`src/design/mbup_pkg.sv`:
```
// Package for the serial MIDI to USB-MIDI packetizer.
// Holds the MIDI byte codes, USB-MIDI code index values and the packet type.
// No dependencies.
package mbup_pkg;

    // Serial MIDI byte codes.
    localparam logic [7:0] MIDI_SYSEX_START   = 8'hF0;
    localparam logic [7:0] MIDI_SYSEX_END     = 8'hF7;
    localparam logic [7:0] MIDI_REALTIME_MIN  = 8'hF8;
    localparam logic [7:0] MIDI_STATUS_MIN    = 8'h80;
    localparam logic [3:0] MIDI_PROG_CHANGE   = 4'hC;
    localparam logic [3:0] MIDI_CHAN_PRESSURE = 4'hD;

    // USB-MIDI code index numbers.
    localparam logic [3:0] CIN_SYSEX_CONT = 4'h4;
    localparam logic [3:0] CIN_SYSEX_END1 = 4'h5;
    localparam logic [3:0] CIN_REALTIME   = 4'hF;

    // Message byte counts.
    localparam logic [1:0] LEN_NONE  = 2'd0;
    localparam logic [1:0] LEN_ONE   = 2'd1;
    localparam logic [1:0] LEN_TWO   = 2'd2;
    localparam logic [1:0] LEN_THREE = 2'd3;

    // One USB-MIDI event packet, cable zero.
    typedef struct packed {
        logic [3:0] code_index;
        logic [1:0] msg_length;
        logic [7:0] midi_first;
        logic [7:0] midi_second;
        logic [7:0] midi_third;
    } t_packet;

endpackage

```
`src/design/midi_byte_to_usb_midi_packetizer.sv`:
```
// Top level of the serial MIDI to USB-MIDI event packetizer.
// Input register, message assembler and output register. Depends on mbup_pkg, mbup_assembler.
//
//   Channel | Direction | Handshake          | Payload
//   --------+-----------+--------------------+-----------------------------------------
//   input   | in        | i_valid / o_ready  | i_midi_byte
//   output  | out       | o_valid / i_ready  | o_code_index, o_msg_length, o_midi_first,
//           |           |                    | o_midi_second, o_midi_third
//
// One byte is accepted per cycle while o_ready is high; any packet it completes is registered.
// The input register and the output register form a two-stage pipeline, so one transfer
// per cycle is sustained on both sides while the consumer keeps i_ready high.
// A stalled output holds its packet and stops the input register; o_ready then follows it.
// Synchronous active-low reset empties both registers and clears the message buffer.
module midi_byte_to_usb_midi_packetizer
    import mbup_pkg::*;
(
    input  logic       i_clk,
    input  logic       i_rst_n,
    input  logic       i_valid,
    output logic       o_ready,
    input  logic [7:0] i_midi_byte,
    output logic       o_valid,
    input  logic       i_ready,
    output logic [3:0] o_code_index,
    output logic [1:0] o_msg_length,
    output logic [7:0] o_midi_first,
    output logic [7:0] o_midi_second,
    output logic [7:0] o_midi_third
);

    logic       r_in_valid;
    logic [7:0] r_in_byte;
    logic       r_out_valid;
    t_packet    r_out_pkt;
    logic       w_step;
    logic       w_emit;
    t_packet    w_packet;

    // The held byte is processed when the output slot is free or being emptied.
    assign w_step  = r_in_valid && (!r_out_valid || i_ready);
    assign o_ready = !r_in_valid || w_step;

    // Input register.
    always_ff @(posedge i_clk) begin
        if (!i_rst_n) begin
            r_in_valid <= 1'b0;
        end else if (o_ready) begin
            r_in_valid <= i_valid;
        end
    end

    always_ff @(posedge i_clk) begin
        if (o_ready && i_valid) begin
            r_in_byte <= i_midi_byte;
        end
    end

    mbup_assembler u_assembler (
        .i_clk    (i_clk),
        .i_rst_n  (i_rst_n),
        .i_step   (w_step),
        .i_byte   (r_in_byte),
        .o_emit   (w_emit),
        .o_packet (w_packet)
    );

    // Output register.
    always_ff @(posedge i_clk) begin
        if (!i_rst_n) begin
            r_out_valid <= 1'b0;
        end else if (w_step && w_emit) begin
            r_out_valid <= 1'b1;
        end else if (i_ready) begin
            r_out_valid <= 1'b0;
        end
    end

    always_ff @(posedge i_clk) begin
        if (w_step && w_emit) begin
            r_out_pkt <= w_packet;
        end
    end

    assign o_valid       = r_out_valid;
    assign o_code_index  = r_out_pkt.code_index;
    assign o_msg_length  = r_out_pkt.msg_length;
    assign o_midi_first  = r_out_pkt.midi_first;
    assign o_midi_second = r_out_pkt.midi_second;
    assign o_midi_third  = r_out_pkt.midi_third;

    // Every packet carries at least one byte.
    a_len_nonzero: assert property (@(posedge i_clk) disable iff (!i_rst_n)
        o_valid |-> o_msg_length != LEN_NONE)
        else $error("packet with zero length");

    // A real-time packet is a single byte with the unused bytes cleared.
    a_realtime_shape: assert property (@(posedge i_clk) disable iff (!i_rst_n)
        (o_valid && o_midi_first >= MIDI_REALTIME_MIN) |->
        (o_code_index == CIN_REALTIME && o_msg_length == LEN_ONE &&
         o_midi_second == 8'h00 && o_midi_third == 8'h00))
        else $error("malformed real-time packet");

    // A byte held in the input register is not lost or overwritten while stalled.
    a_hold_stalled: assert property (@(posedge i_clk) disable iff (!i_rst_n)
        (r_in_valid && !w_step) |=> (r_in_valid && $stable(r_in_byte)))
        else $error("stalled input byte changed");

endmodule

```
`src/design/mbup_assembler.sv`:
```
// Message assembler: collects MIDI bytes in a three-byte buffer and builds packets.
// Depends on mbup_pkg.
module mbup_assembler
    import mbup_pkg::*;
(
    input  logic       i_clk,
    input  logic       i_rst_n,
    input  logic       i_step,
    input  logic [7:0] i_byte,
    output logic       o_emit,
    output t_packet    o_packet
);

    logic [7:0] r_buf [3];
    logic [7:0] n_buf [3];
    logic [1:0] r_fill;
    logic [1:0] n_fill;
    logic [1:0] r_expected;
    logic [1:0] n_expected;
    logic       r_in_sysex;
    logic       n_in_sysex;

    // Working copy of the buffer after the incoming byte is stored.
    logic [7:0] v_buf [3];
    logic [1:0] v_fill;

    // Next state and packet for one byte.
    always_comb begin
        n_buf      = r_buf;
        n_fill     = r_fill;
        n_expected = r_expected;
        n_in_sysex = r_in_sysex;
        v_buf      = r_buf;
        v_fill     = r_fill;
        o_emit     = 1'b0;
        o_packet   = '{code_index: CIN_REALTIME, msg_length: LEN_ONE,
                       midi_first: i_byte, midi_second: 8'h00, midi_third: 8'h00};

        if (i_byte inside {[MIDI_REALTIME_MIN:8'hFF]}) begin
            // Real-time bytes pass straight through and leave the buffer alone.
            o_emit = 1'b1;
        end else if (r_in_sysex) begin
            // A full buffer starts over before the byte goes in.
            if (v_fill == LEN_THREE) begin
                v_buf      = '{8'h00, 8'h00, 8'h00};
                v_fill     = LEN_NONE;
                n_expected = LEN_NONE;
            end
            if (v_fill != LEN_THREE) begin
                v_buf[v_fill] = i_byte;
                v_fill        = v_fill + LEN_ONE;
            end
            o_packet.msg_length  = v_fill;
            o_packet.midi_first  = v_buf[0];
            o_packet.midi_second = v_buf[1];
            o_packet.midi_third  = v_buf[2];
            if (i_byte == MIDI_SYSEX_END) begin
                // End of SysEx: code index 5, 6 or 7 by the chunk length.
                n_in_sysex          = 1'b0;
                o_emit              = 1'b1;
                o_packet.code_index = CIN_SYSEX_CONT + {2'b00, v_fill};
            end else if (v_fill == LEN_THREE) begin
                o_emit              = 1'b1;
                o_packet.code_index = CIN_SYSEX_CONT;
            end
            if (o_emit) begin
                n_buf      = '{8'h00, 8'h00, 8'h00};
                n_fill     = LEN_NONE;
                n_expected = LEN_NONE;
            end else begin
                n_buf  = v_buf;
                n_fill = v_fill;
            end
        end else if (i_byte >= MIDI_STATUS_MIN) begin
            // A new status opens a message; 0xF0 also enters SysEx mode.
            n_buf  = '{i_byte, 8'h00, 8'h00};
            n_fill = LEN_ONE;
            if (i_byte == MIDI_SYSEX_START) begin
                n_in_sysex = 1'b1;
                n_expected = LEN_THREE;
            end else if (i_byte[7:4] inside {MIDI_PROG_CHANGE, MIDI_CHAN_PRESSURE}) begin
                n_expected = LEN_TWO;
            end else begin
                n_expected = LEN_THREE;
            end
        end else if (r_expected != LEN_NONE) begin
            // Data byte for a pending status; data with none pending is dropped.
            if (v_fill != LEN_THREE) begin
                v_buf[v_fill] = i_byte;
                v_fill        = v_fill + LEN_ONE;
            end
            o_packet.msg_length  = v_fill;
            o_packet.midi_first  = v_buf[0];
            o_packet.midi_second = v_buf[1];
            o_packet.midi_third  = v_buf[2];
            o_packet.code_index  = (v_buf[0] == MIDI_SYSEX_END) ? CIN_SYSEX_END1
                                                                 : v_buf[0][7:4];
            if (v_fill >= r_expected) begin
                o_emit     = 1'b1;
                n_buf      = '{8'h00, 8'h00, 8'h00};
                n_fill     = LEN_NONE;
                n_expected = LEN_NONE;
            end else begin
                n_buf  = v_buf;
                n_fill = v_fill;
            end
        end
    end

    // Buffer and mode registers advance only when a byte is processed.
    always_ff @(posedge i_clk) begin
        if (!i_rst_n) begin
            r_buf      <= '{8'h00, 8'h00, 8'h00};
            r_fill     <= LEN_NONE;
            r_expected <= LEN_NONE;
            r_in_sysex <= 1'b0;
        end else if (i_step) begin
            r_buf      <= n_buf;
            r_fill     <= n_fill;
            r_expected <= n_expected;
            r_in_sysex <= n_in_sysex;
        end
    end

endmodule

```
`config.mk`:
```
export PLATFORM = sky130hd
export DESIGN_NAME = midi_byte_to_usb_midi_packetizer
export DESIGN_NICKNAME = d
export VERILOG_FILES = /design/src/design/mbup_pkg.sv /design/src/design/midi_byte_to_usb_midi_packetizer.sv /design/src/design/mbup_assembler.sv
export SDC_FILE = /design/constraint.sdc
export NUM_CORES = 1
export LEC_CHECK = 0
export BUFFER_PORTS_ARGS = -buffer_cell sky130_fd_sc_hd__buf_2
export CORE_MARGIN = 1.5
export CORE_UTILIZATION = 50
export DETAILED_ROUTE_END_ITERATION = 16
export PLACE_DENSITY = 0.75
export SETUP_SLACK_MARGIN = 0.2
export SYNTH_ARGS = -nofsm -noshare
export SYNTH_HDL_FRONTEND = slang
export SYNTH_SLANG_ARGS = --single-unit
```
`constraint.sdc`:
```
create_clock -name i_clk -period 3.85 [get_ports i_clk]
set_clock_uncertainty 0.05 [all_clocks]
set_input_delay 0.385 -clock i_clk [delete_from_list [all_inputs] [get_ports i_clk]]
set_output_delay 0.385 -clock i_clk [all_outputs]
set_load 0.02 [all_outputs]
```
# Word level (Yosys, flattened, before mapping)
# Cells that the tools add are included.
word_totals:
  ff_bits: 69
  inputBits: 12
  out_inout_bits: 32
  elab_cells: 122
op_classes:
  add_sub_neg: 3
  magnitude_cmp: 8
  eq_ne: 10
  mux: 66
  n_bitwise: 3
  reduce_logical: 18
ops:
  columns: ["operator", "count"]
  rows:
  - ["$mux 24", 15]
  - ["$mux 30", 3]
  - ["$bwmux 24", 2]
  - ["$mux 2", 23]
  - ["$demux 8 s2", 2]
  - ["$eq 8x8->1 const B", 3]
  - ["$ge 8x8->1 const B", 2]
  - ["$mux 1", 16]
  - ["$mux 8", 2]
  - ["$mux 4", 3]
  - ["$eq 4x4->1 const B", 2]
  - ["$le 8x8->1 const B", 1]
  - ["$ge 3x3->1 const B", 2]
  - ["$logic_and 1x1->1", 6]
  - ["$lt 3x1->1 const B", 2]
  - ["$not 2->3", 2]
  - ["$reduce_bool 2->1", 3]
  - ["$reduce_bool 3->1", 2]
  - ["$reduce_and 5->1", 1]
  - ["$add 2x1->2 const B", 2]
  - ["$add 3x2->4 const A", 1]
  - ["$eq 2x2->1 const B", 2]
  - ["$ne 2x2->1 const B", 2]
  - ["$ne 3x3->1 const B", 1]
  - ["6 further kinds", 8]

# Logic depth before layout (Yosys ltp)
# Gate-level depths: netlist of run 1.
depth:
  depth_word: 17
  depth_mapped: 9

# Cells and area by module
# A second synthesis of run 1 with hierarchy kept.
hier_totals:
  hier_cells: 401
  area_unflattened_um2: 4016.4
modules_own_cells:
  columns: ["mod", "instances", "cells_per_inst", "area_per_inst_um2"]
  rows:
  - ["mbup_assembler", 1, 350, 2762.6]
  - ["midi_byte_to_usb_midi_packetizer", 1, 51, 1253.7]

# Least setup slack after synthesis of run 1
# OpenSTA, ideal clock, no wires.
synth_path:
  path_type: "flip-flop to flip-flop"
  startpoint: "reg u_assembler.r_fill[1]"
  endpoint: "reg r_out_pkt, in the netlist o_code_index[0] (enable)"
  setup_time_ns: 0.417
  arrival_time_ns: 2.612
  setup_slack_ns: 0.771
  stages_incl_launch_ff: 8
  n_path_buf: 0
  synth_period_minus_slack_ns: 3.079
  path_cell_list: "dfxtp_1 inv_1 ha_1 ha_1 nand2b_1 a21o_1 a221oi_1 nor2_1"
synth_between:
  elab_chain_cells: 16
synth_rtl:
  columns: ["item", "line", "text"]
  rows:
  - ["from (decl)", "mbup_assembler.sv:16", "logic [1:0] r_fill;"]
  - ["from (signal assigned)", "mbup_assembler.sv:119", "r_fill <= n_fill;"]
  - ["$eq 2x2->1", "mbup_assembler.sv:44", "if (v_fill == LEN_THREE) begin"]
  - ["$mux 2", "mbup_assembler.sv:44", null]
  - ["$mux 2", "mbup_assembler.sv:42", "end else if (r_in_sysex) begin"]
  - ["$mux 2", "mbup_assembler.sv:39", "if (i_byte inside {[MIDI_REALTIME_MIN:8'hFF]}) begin"]
  - ["$add 2x1->2 / $ne 2x2->1 (equally long branches)", "mbup_assembler.sv:51, mbup_assembler.sv:49", null]
  - ["$mux 2", "mbup_assembler.sv:49", "if (v_fill != LEN_THREE) begin"]
  - ["$mux 2", "mbup_assembler.sv:42", null]
  - ["$mux 2", "mbup_assembler.sv:39", null]
  - ["$eq 2x2->1", "mbup_assembler.sv:62", "end else if (v_fill == LEN_THREE) begin"]
  - ["$mux 1", "mbup_assembler.sv:62", null]
  - ["$mux 1", "mbup_assembler.sv:57", "if (i_byte == MIDI_SYSEX_END) begin"]
  - ["$mux 1", "mbup_assembler.sv:42", null]
  - ["$mux 1", "mbup_assembler.sv:39", null]
  - ["$mux 1 *", "mbup_assembler.sv:42", null]
  - ["$mux 1 *", "mbup_assembler.sv:39", null]
  - ["$logic_and 1x1->1 *", "midi_byte_to_usb_midi_packetizer.sv:80", "if (w_step && w_emit) begin"]
  - ["to (signal assigned)", "midi_byte_to_usb_midi_packetizer.sv:81", "r_out_pkt <= w_packet;"]
  - ["to (decl)", "midi_byte_to_usb_midi_packetizer.sv:35", "t_packet r_out_pkt;"]
# Every way passes the cells marked *; elsewhere a longest branch is shown, timed or not. The select of a mux whose other input is x is not followed.
# A chain may end at the register's enable or synchronous reset.

# Worst setup path after layout of run 1
layout_path:
  startpoint: "reg u_assembler.r_fill[1]"
  endpoint: "reg r_out_pkt, in the netlist o_midi_first[7] (enable)"
# Same word-level chain as after synthesis.

==> results of run 1 <==
power groups by stage:
stage | clock [W] | combinational (W) | sequential, W
final | 0.000705 | 0.000243 | 0.000851
after CTS | 0.000721 | 0.000238 | 0.000849
after floorplan | 0 | 0.000199 | 0.000839
after detailed placement | 0 | 0.000237 | 0.000865
after global routing | 0.000750 | 0.000267 | 0.000855
after global placement | 0 | 0.000231 | 0.000863
worst max path at each step:
stage,depth (start not counted),end,slack [ns]
CTS,8,o_midi_third[1],1.28
floorplan,7,o_code_index[0],0.77
finish,8,o_midi_first[7],1.28
global route,8,o_midi_first[2],1.10
detailed placement,8,o_midi_third[4],1.31
global placement,8,o_msg_length[0],1.35
cells in the final DEF, fill, tap and decap left out, drive strengths merged, types with 2 or more instances in the layout:
cell,n
buf,53
nand2,43
o21ai,41
edfxtp,38
a21oi,32
dfxtp,31
mux2i,24
nor2,23
nor2b,14
nand2b,14
a32oi,14
mux2,12
nand3,9
clkbuf,9
ha,8
a32o,7
inv,6
nor3b,6
o21a,6
o32ai,6
a31oi,6
o32a,5
o221ai,4
clkinv,4
a21o,3
nor3,3
bufinv,3
a21boi,3
o21bai,2
o31ai,2
a22oi,2
o22ai,2
o221a,2
and2,2
a211oi,2
cell usage after synthesis (3+ instances only):
cell type  number
o221ai_1        4
mux2i_1        24
mux2_2         12
o21ai_0        38
a31oi_1         6
o21a_1          6
nor2b_1        14
ha_1            8
nand2_1        43
inv_1           6
clkbuf_1       27
edfxtp_1       38
a21oi_1        32
a21o_1          3
dfxtp_1        31
buf_6           8
a32oi_1        14
nor2_1         22
o32a_1          5
nor3b_1         6
o21ai_1         3
nand2b_1       14
a32o_1          7
nor3_1          3
o32ai_1         6
nand3_1         9
layer usage:
metal | vias to the layer above | routed length [um] | GRT usage
met5 | - | 0 | 0
met1 | 1643 | 4474 | 0.3415
met2 | 185 | 4635 | 0.3765
met3 | 30 | 823 | 0.04023
li1 | 1644 | - | -
met4 | 0 | 367 | 0.1553
cell type report:
cell class / count / area share
tap: 102 / 0.02839
clock buffer: 9 / 0.02755
sequential: 69 / 0.3919
multi-input combinational: 308 / 0.4573
timing repair buffer: 53 / 0.06457
inverter: 6 / 0.005010
clock inverter: 7 / 0.02533
state kept, by name, indices dropped and copies added, names as in the netlist:
signal                  flops
u_assembler.r_in_sysex      1
r_in_byte                   8
u_assembler.r_fill          2
o_code_index                4
o_midi_third                8
u_assembler.r_expected      2
o_msg_length                2
o_midi_second               8
o_valid                     1
u_assembler.r_buf          24
o_midi_first                8
r_in_valid                  1
per-stage QoR:
step | setup slack [ns] | std cells | util | total power (W)
final | 1.279 | 554 | 0.5788 | 0.001800
after global placement | 1.351 | 538 | 0.5482 | 0.001094
after CTS | 1.283 | 554 | 0.5788 | 0.001809
after floorplan | 0.7712 | 421 | - | 0.001038
after global routing | 1.103 | 554 | 0.5788 | 0.001871
after detailed placement | 1.313 | 538 | 0.5482 | 0.001102
cells by family (layout without fill, tap and decap cells):
group                    after synthesis  in the layout  synth area share
buffers and inverters                 44             75           0.05633
AND/OR/NAND/NOR                      119            119            0.1455
AO/OA/AOI/OAI                        145            145            0.2448
multiplexers                          36             36           0.09285
adder cells (fa/ha/maj)                8              8           0.02476
flip-flops                            69             69            0.4358
==> flow_summary_export.csv, run 1 <==
group,metric,value,unit
synth,syn_inst,421,
finish,final_cell_area,4496,um^2
routing,vias,3502,
synth,synth_cell_types,51,
floorplan,start_util,0.5205,
sta,relSlewSlack,0.4155,
clocking,postCtsSetupBuffers,0,
worst_hold_path,hold-path-cell-count,1,
placement,port_buffers,43,
critical_path,crit_path_start,"u_assembler.r_fill[1]",
global_route,grtUsageTotal,0.2525,
routing,drc,0,
finish,ff_latch_area,1762,um^2
sta,setup_viol,0,
finish,syn_to_final_growth,11.20,%
critical_path,crit_slowest_cell,"a221oi_1",
sta,hold_viol_final,0,
critical_path,cp.required,3.88,ns
clocking,cts_resized,0,
routing,wire_per_inst,18.59,um
critical_path,ff2ff_setup_slack,1.28,ns
routing,ant_nets,0,
clocking,root_buffer,"clkbuf_8",
synth,syn_area_per_cell,9.602,um^2
pwr,combPwrFrac,0.135,
clocking,clock_sinks,69,
worst_hold_path,worstHoldStart,"i_midi_byte[0]",
floorplan,die_h,92.92,um
sta,report.final.slew_viol_count,0,
placement,gp_congestion,0.9331,
global_route,grt_pass1_vias,3360,
critical_path,crit_path_max_fanout,19,
synth,yosysSeqAreaShare,0.4358,
worst_hold_path,hold_class,"in2reg",
routing,dr.pass1.iters,5,
pwr,p_seq_frac,0.473,
pwr,p_int,0.001326,W
finish,fin_nets,467,
finish,multi_input_area,2056,um^2
placement,hpwl,6647,um
critical_path,startpoint_type,"flop",
clocking,cts_buffers,9,
critical_path,rr_endpoint,"o_midi_first[7]",
global_route,grt-ovfl-total,0,
synth,yosys.area.top_type_share,0.2823,
critical_path,r2r-start,"u_assembler.r_fill[1]",
pwr,p_switching,0.0004734,W
clocking,clk_pin_slew_worst_paths,0.07,ns
critical_path,critPathBufInv,2,
global_route,antenna_found_initial,0,
sta,max_freq,389.0,MHz
floorplan,coreArea,7767,um^2
critical_path,r2r_cells,8,
critical_path,cp_common_cell,"ha_1",
clocking,htree_levels,3,
sta,fin_crit_sh,0.6677,
synth,synthTopCellsByArea,"edfxtp_1 28%, dfxtp_1 15%, mux2i_1 5.9%",
finish,drive_gt1_frac,0.1969,
critical_path,cp_slowest_stage_delay,0.47,ns
placement,placed_area,4258,um^2
synth,syn-num-nets,441,
critical_path,critPathKind,"reg2reg",
floorplan,die-area,8634,um^2
pwr,clkPwrFrac,0.392,
finish,nFillCells,663,
job,cap_violations,0,
synth,async_flop_share,0,
synth,synth_edf_count,38,
pwr,p_leak,1.674,nW
routing,initialDrtViolationCount,433,
sta,holdWs,0.1572,ns
critical_path,path_cells,"inv_1, ha_1, ha_1, nand2b_1, a21o_1, a221oi_1, nor2_2, buf_4",
sta,layout_min_cycle_time,2.571,ns
clocking,clockBufferDepth,2,
synth,syn_area,4043,um^2
run_status,status,"completed",
routing,routed_wl,10300,um
clocking,cts_hold_buf,0,
pwr,swShare,0.2630,
critical_path,crit_family,"compound AO/OA/AOI/OAI gates",
global_route,grt_pass1_wl,16700,um
sta,worst_slew_pin_slew,0.8750,ns
pwr,powerDensity,400.4,nW/um^2
routing,viasPerCell,6.321,
finish,diodes,0,
synth,ys_ff_latch,69,
pwr,peakVddDrop,0.2416,mV
floorplan,num_rows,32,
critical_path,worst_setup_path_end_kind,"flop",
critical_path,cp.arrival,2.61,ns
worst_hold_path,min_to,"r_in_byte[0]",
synth,ys.flop_type,"edfxtp_1",
sta,timing.setup.tns,0,ns
floorplan,ioPinCount,44,
clocking,clk_latency,0.35,ns
sta,rsz0062_at_grt,"no",
clocking,cts_tree,"built",
synth,yosysWarnings,0,
global_route,grt_max_degree,36,
synth,yosysTopAreaCell,"edfxtp_1",
floorplan,die_w,92.92,um
Note: power is estimated with default switching activity, not from simulation.
==> inputs of run 2 (changes only) <==
==> constraint.sdc (replaced) <==
create_clock -name i_clk -period 2.6 [get_ports i_clk]
set_clock_uncertainty 0.05 [all_clocks]
set_input_delay 0.26 -clock i_clk [delete_from_list [all_inputs] [get_ports i_clk]]
set_output_delay 0.26 -clock i_clk [all_outputs]
set_load 0.02 [all_outputs]
==> flow_summary_export.csv, run 2 (synthesis results as in run 1) <==
group,metric,value,unit
clocking,clk_latency,0.35,ns
finish,utilization,0.5997,
sta,holdWs,0.03099,ns
worst_hold_path,hold_class,"in2reg",
floorplan,die_h,92.92,um
pwr,p_int,0.001727,W
floorplan,die-area,8634,um^2
critical_path,cp_common_cell,"ha_1",
finish,mostFrequentLayoutCells,"43 x nand2_1, 43 x buf_2, 38 x o21ai_0, 38 x edfxtp_1, 36 x buf_4",
pwr,peakVddDrop,0.2742,mV
critical_path,r2r-start,"u_assembler.r_fill[1]",
sta,rsz0062_at_grt,"yes",
pwr,powerDensity,522.2,nW/um^2
critical_path,ff2ff_setup_slack,0.29,ns
sta,timing.setup.tns,0,ns
sta,fin_crit_sh,0.8894,
pwr,combPwrFrac,0.184,
finish,syn_to_final_growth,15.23,%
critical_path,r2r_cells,8,
finish,layoutNonFillerInstCount,581,
clocking,clockBufferDepth,2,
finish,fin_nets,495,
sta,max_freq,432.4,MHz
pwr,p_seq_frac,0.503,
floorplan,coreArea,7767,um^2
finish,largest_register,"u_assembler.r_buf",
routing,ant_nets,0,
finish,largest_reg_flops,24,
routing,routed_wl,11230,um
job,cap_violations,0,
floorplan,start_util,0.5205,
clocking,cts_tree,"built",
placement,placed_area,4458,um^2
sta,setup_viol,0,
finish,drive_gt1_frac,0.2422,
sta,worst_slew_pin_slew,0.6921,ns
critical_path,cp.required,2.77,ns
finish,final_cell_area,4658,um^2
clocking,clk_pin_slew_worst_paths,0.07,ns
critical_path,crit_path_max_fanout,10,
global_route,antenna_found_initial,0,
critical_path,critPathBufInv,2,
global_route,grt.met1_usage,0.3578,
pwr,p_switching,0.0007061,W
global_route,grt_max_degree,36,
floorplan,ioPinCount,44,
global_route,grt.busiest_layer,"met2",
sta,report.final.slew_viol_count,0,
pwr,swShare,0.2903,
clocking,root_buffer,"clkbuf_8",
placement,port_buffers,43,
global_route,grt_pass1_wl,17470,um
run_status,status,"completed",
worst_hold_path,hold-path-cell-count,1,
floorplan,die_w,92.92,um
routing,vias,3633,
critical_path,cp_slowest_stage_delay,0.54,ns
critical_path,crit_family,"compound AO/OA/AOI/OAI gates",
routing,dr.pass1.iters,5,
critical_path,path_cells,"inv_1, ha_1, ha_1, nand2b_1, buf_4, a2111o_2, o211a_1, mux2i_1",
worst_hold_path,min_to,"r_in_byte[3]",
global_route,grt_pass1_vias,3401,
routing,wire_per_inst,19.33,um
clocking,htree_levels,3,
clocking,cts_buffers,9,
critical_path,worst_setup_path_end_kind,"flop",
critical_path,cp.arrival,2.48,ns
worst_hold_path,worstHoldStart,"i_midi_byte[3]",
pwr,clkPwrFrac,0.313,
critical_path,critPathKind,"reg2reg",
critical_path,startpoint_type,"flop",
sta,relSlewSlack,0.5355,
placement,dp.cells,564,
clocking,cts_hold_buf,0,
routing,drc,0,
global_route,grt_use_met2,0.4130,
routing,viasPerCell,6.253,
placement,hpwl,7304,um
global_route,grtUsageMet3,0.03777,
global_route,grtUsageTotal,0.2660,
sta,hold_viol_final,0,
critical_path,crit_slowest_cell,"a2111o_2",
clocking,clock_sinks,69,
pwr,p_leak,1.775,nW
placement,gp_congestion,0.9665,
critical_path,rr_endpoint,"u_assembler.r_expected[0]",
finish,diodes,0,
floorplan,num_rows,32,
routing,initialDrtViolationCount,340,
global_route,grt-ovfl-total,0,
sta,layout_min_cycle_time,2.312,ns
## run 2: cell count changes in the layout (fill, tap and decap cells not counted), moves of 2 or more
cell       delta
nor2_4        +2
bufinv_16     -3
buf_4        +26
clkbuf_1      +2
## run 2: area by class of cell
| class | count | area (um^2) |
|---|---|---|
| inverter | 6 | 22.52 |
| timing repair buffer | 80 | 505.5 |
| sequential | 69 | 1762 |
| clock buffer | 12 | 145.1 |
| fill | 690 | 3109 |
| clock inverter | 3 | 13.76 |
| tap | 102 | 127.6 |
| multi-input combinational | 309 | 2082 |
## run 2: worst max path at each step
stage,from,endpoint,slack (ns),cells after the start
6_report,u_assembler.r_fill[1],u_assembler.r_expected[0],0.29,8
4_1_cts,u_assembler.r_fill[1],u_assembler.r_expected[0],0.23,8
5_1_grt,u_assembler.r_fill[1],o_midi_first[6],0.16,9
2_1_floorplan,u_assembler.r_fill[1],u_assembler.r_buf[15],0.25,8
3_5_place_dp,u_assembler.r_fill[1],o_midi_first[1],0.06,8
3_3_place_gp,u_assembler.r_fill[1],o_code_index[0],0.12,8
## run 2: what timing repair did
action	CTS	global route
buffers inserted	0	1
endpoints found under the hold margin	0	0
endpoints found under the setup margin	30	42
pin swaps	0	2
gates resized for setup	1	3
cloned	1	0
## run 2: power by group through the flow
stage          registers [W]  clock network (W)  logic (W)
6_report             0.00122           0.000761   0.000447
5_1_grt              0.00123           0.000815   0.000483
4_1_cts              0.00122           0.000768   0.000435
3_5_place_dp         0.00125                  0   0.000429
3_3_place_gp         0.00124                  0   0.000419
2_1_floorplan        0.00124                  0   0.000296
## run 2: per-layer routing
layer  share of wire  vias to the layer above  wire length (um)
met5               0                        -                 0
met4           0.026                        0               290
met3           0.068                       28               764
met2            0.47                      172              5332
met1            0.43                     1743              4842
li1                -                     1690                 -
## run 2: metrics by stage
step / worst slack (ns) / power [W]
2_1_floorplan: 0.2489 / 0.001538
3_3_place_gp: 0.1234 / 0.001663
4_1_cts: 0.2305 / 0.002426
3_5_place_dp: 0.06462 / 0.001676
5_1_grt: 0.1592 / 0.002526
6_report: 0.2876 / 0.002433
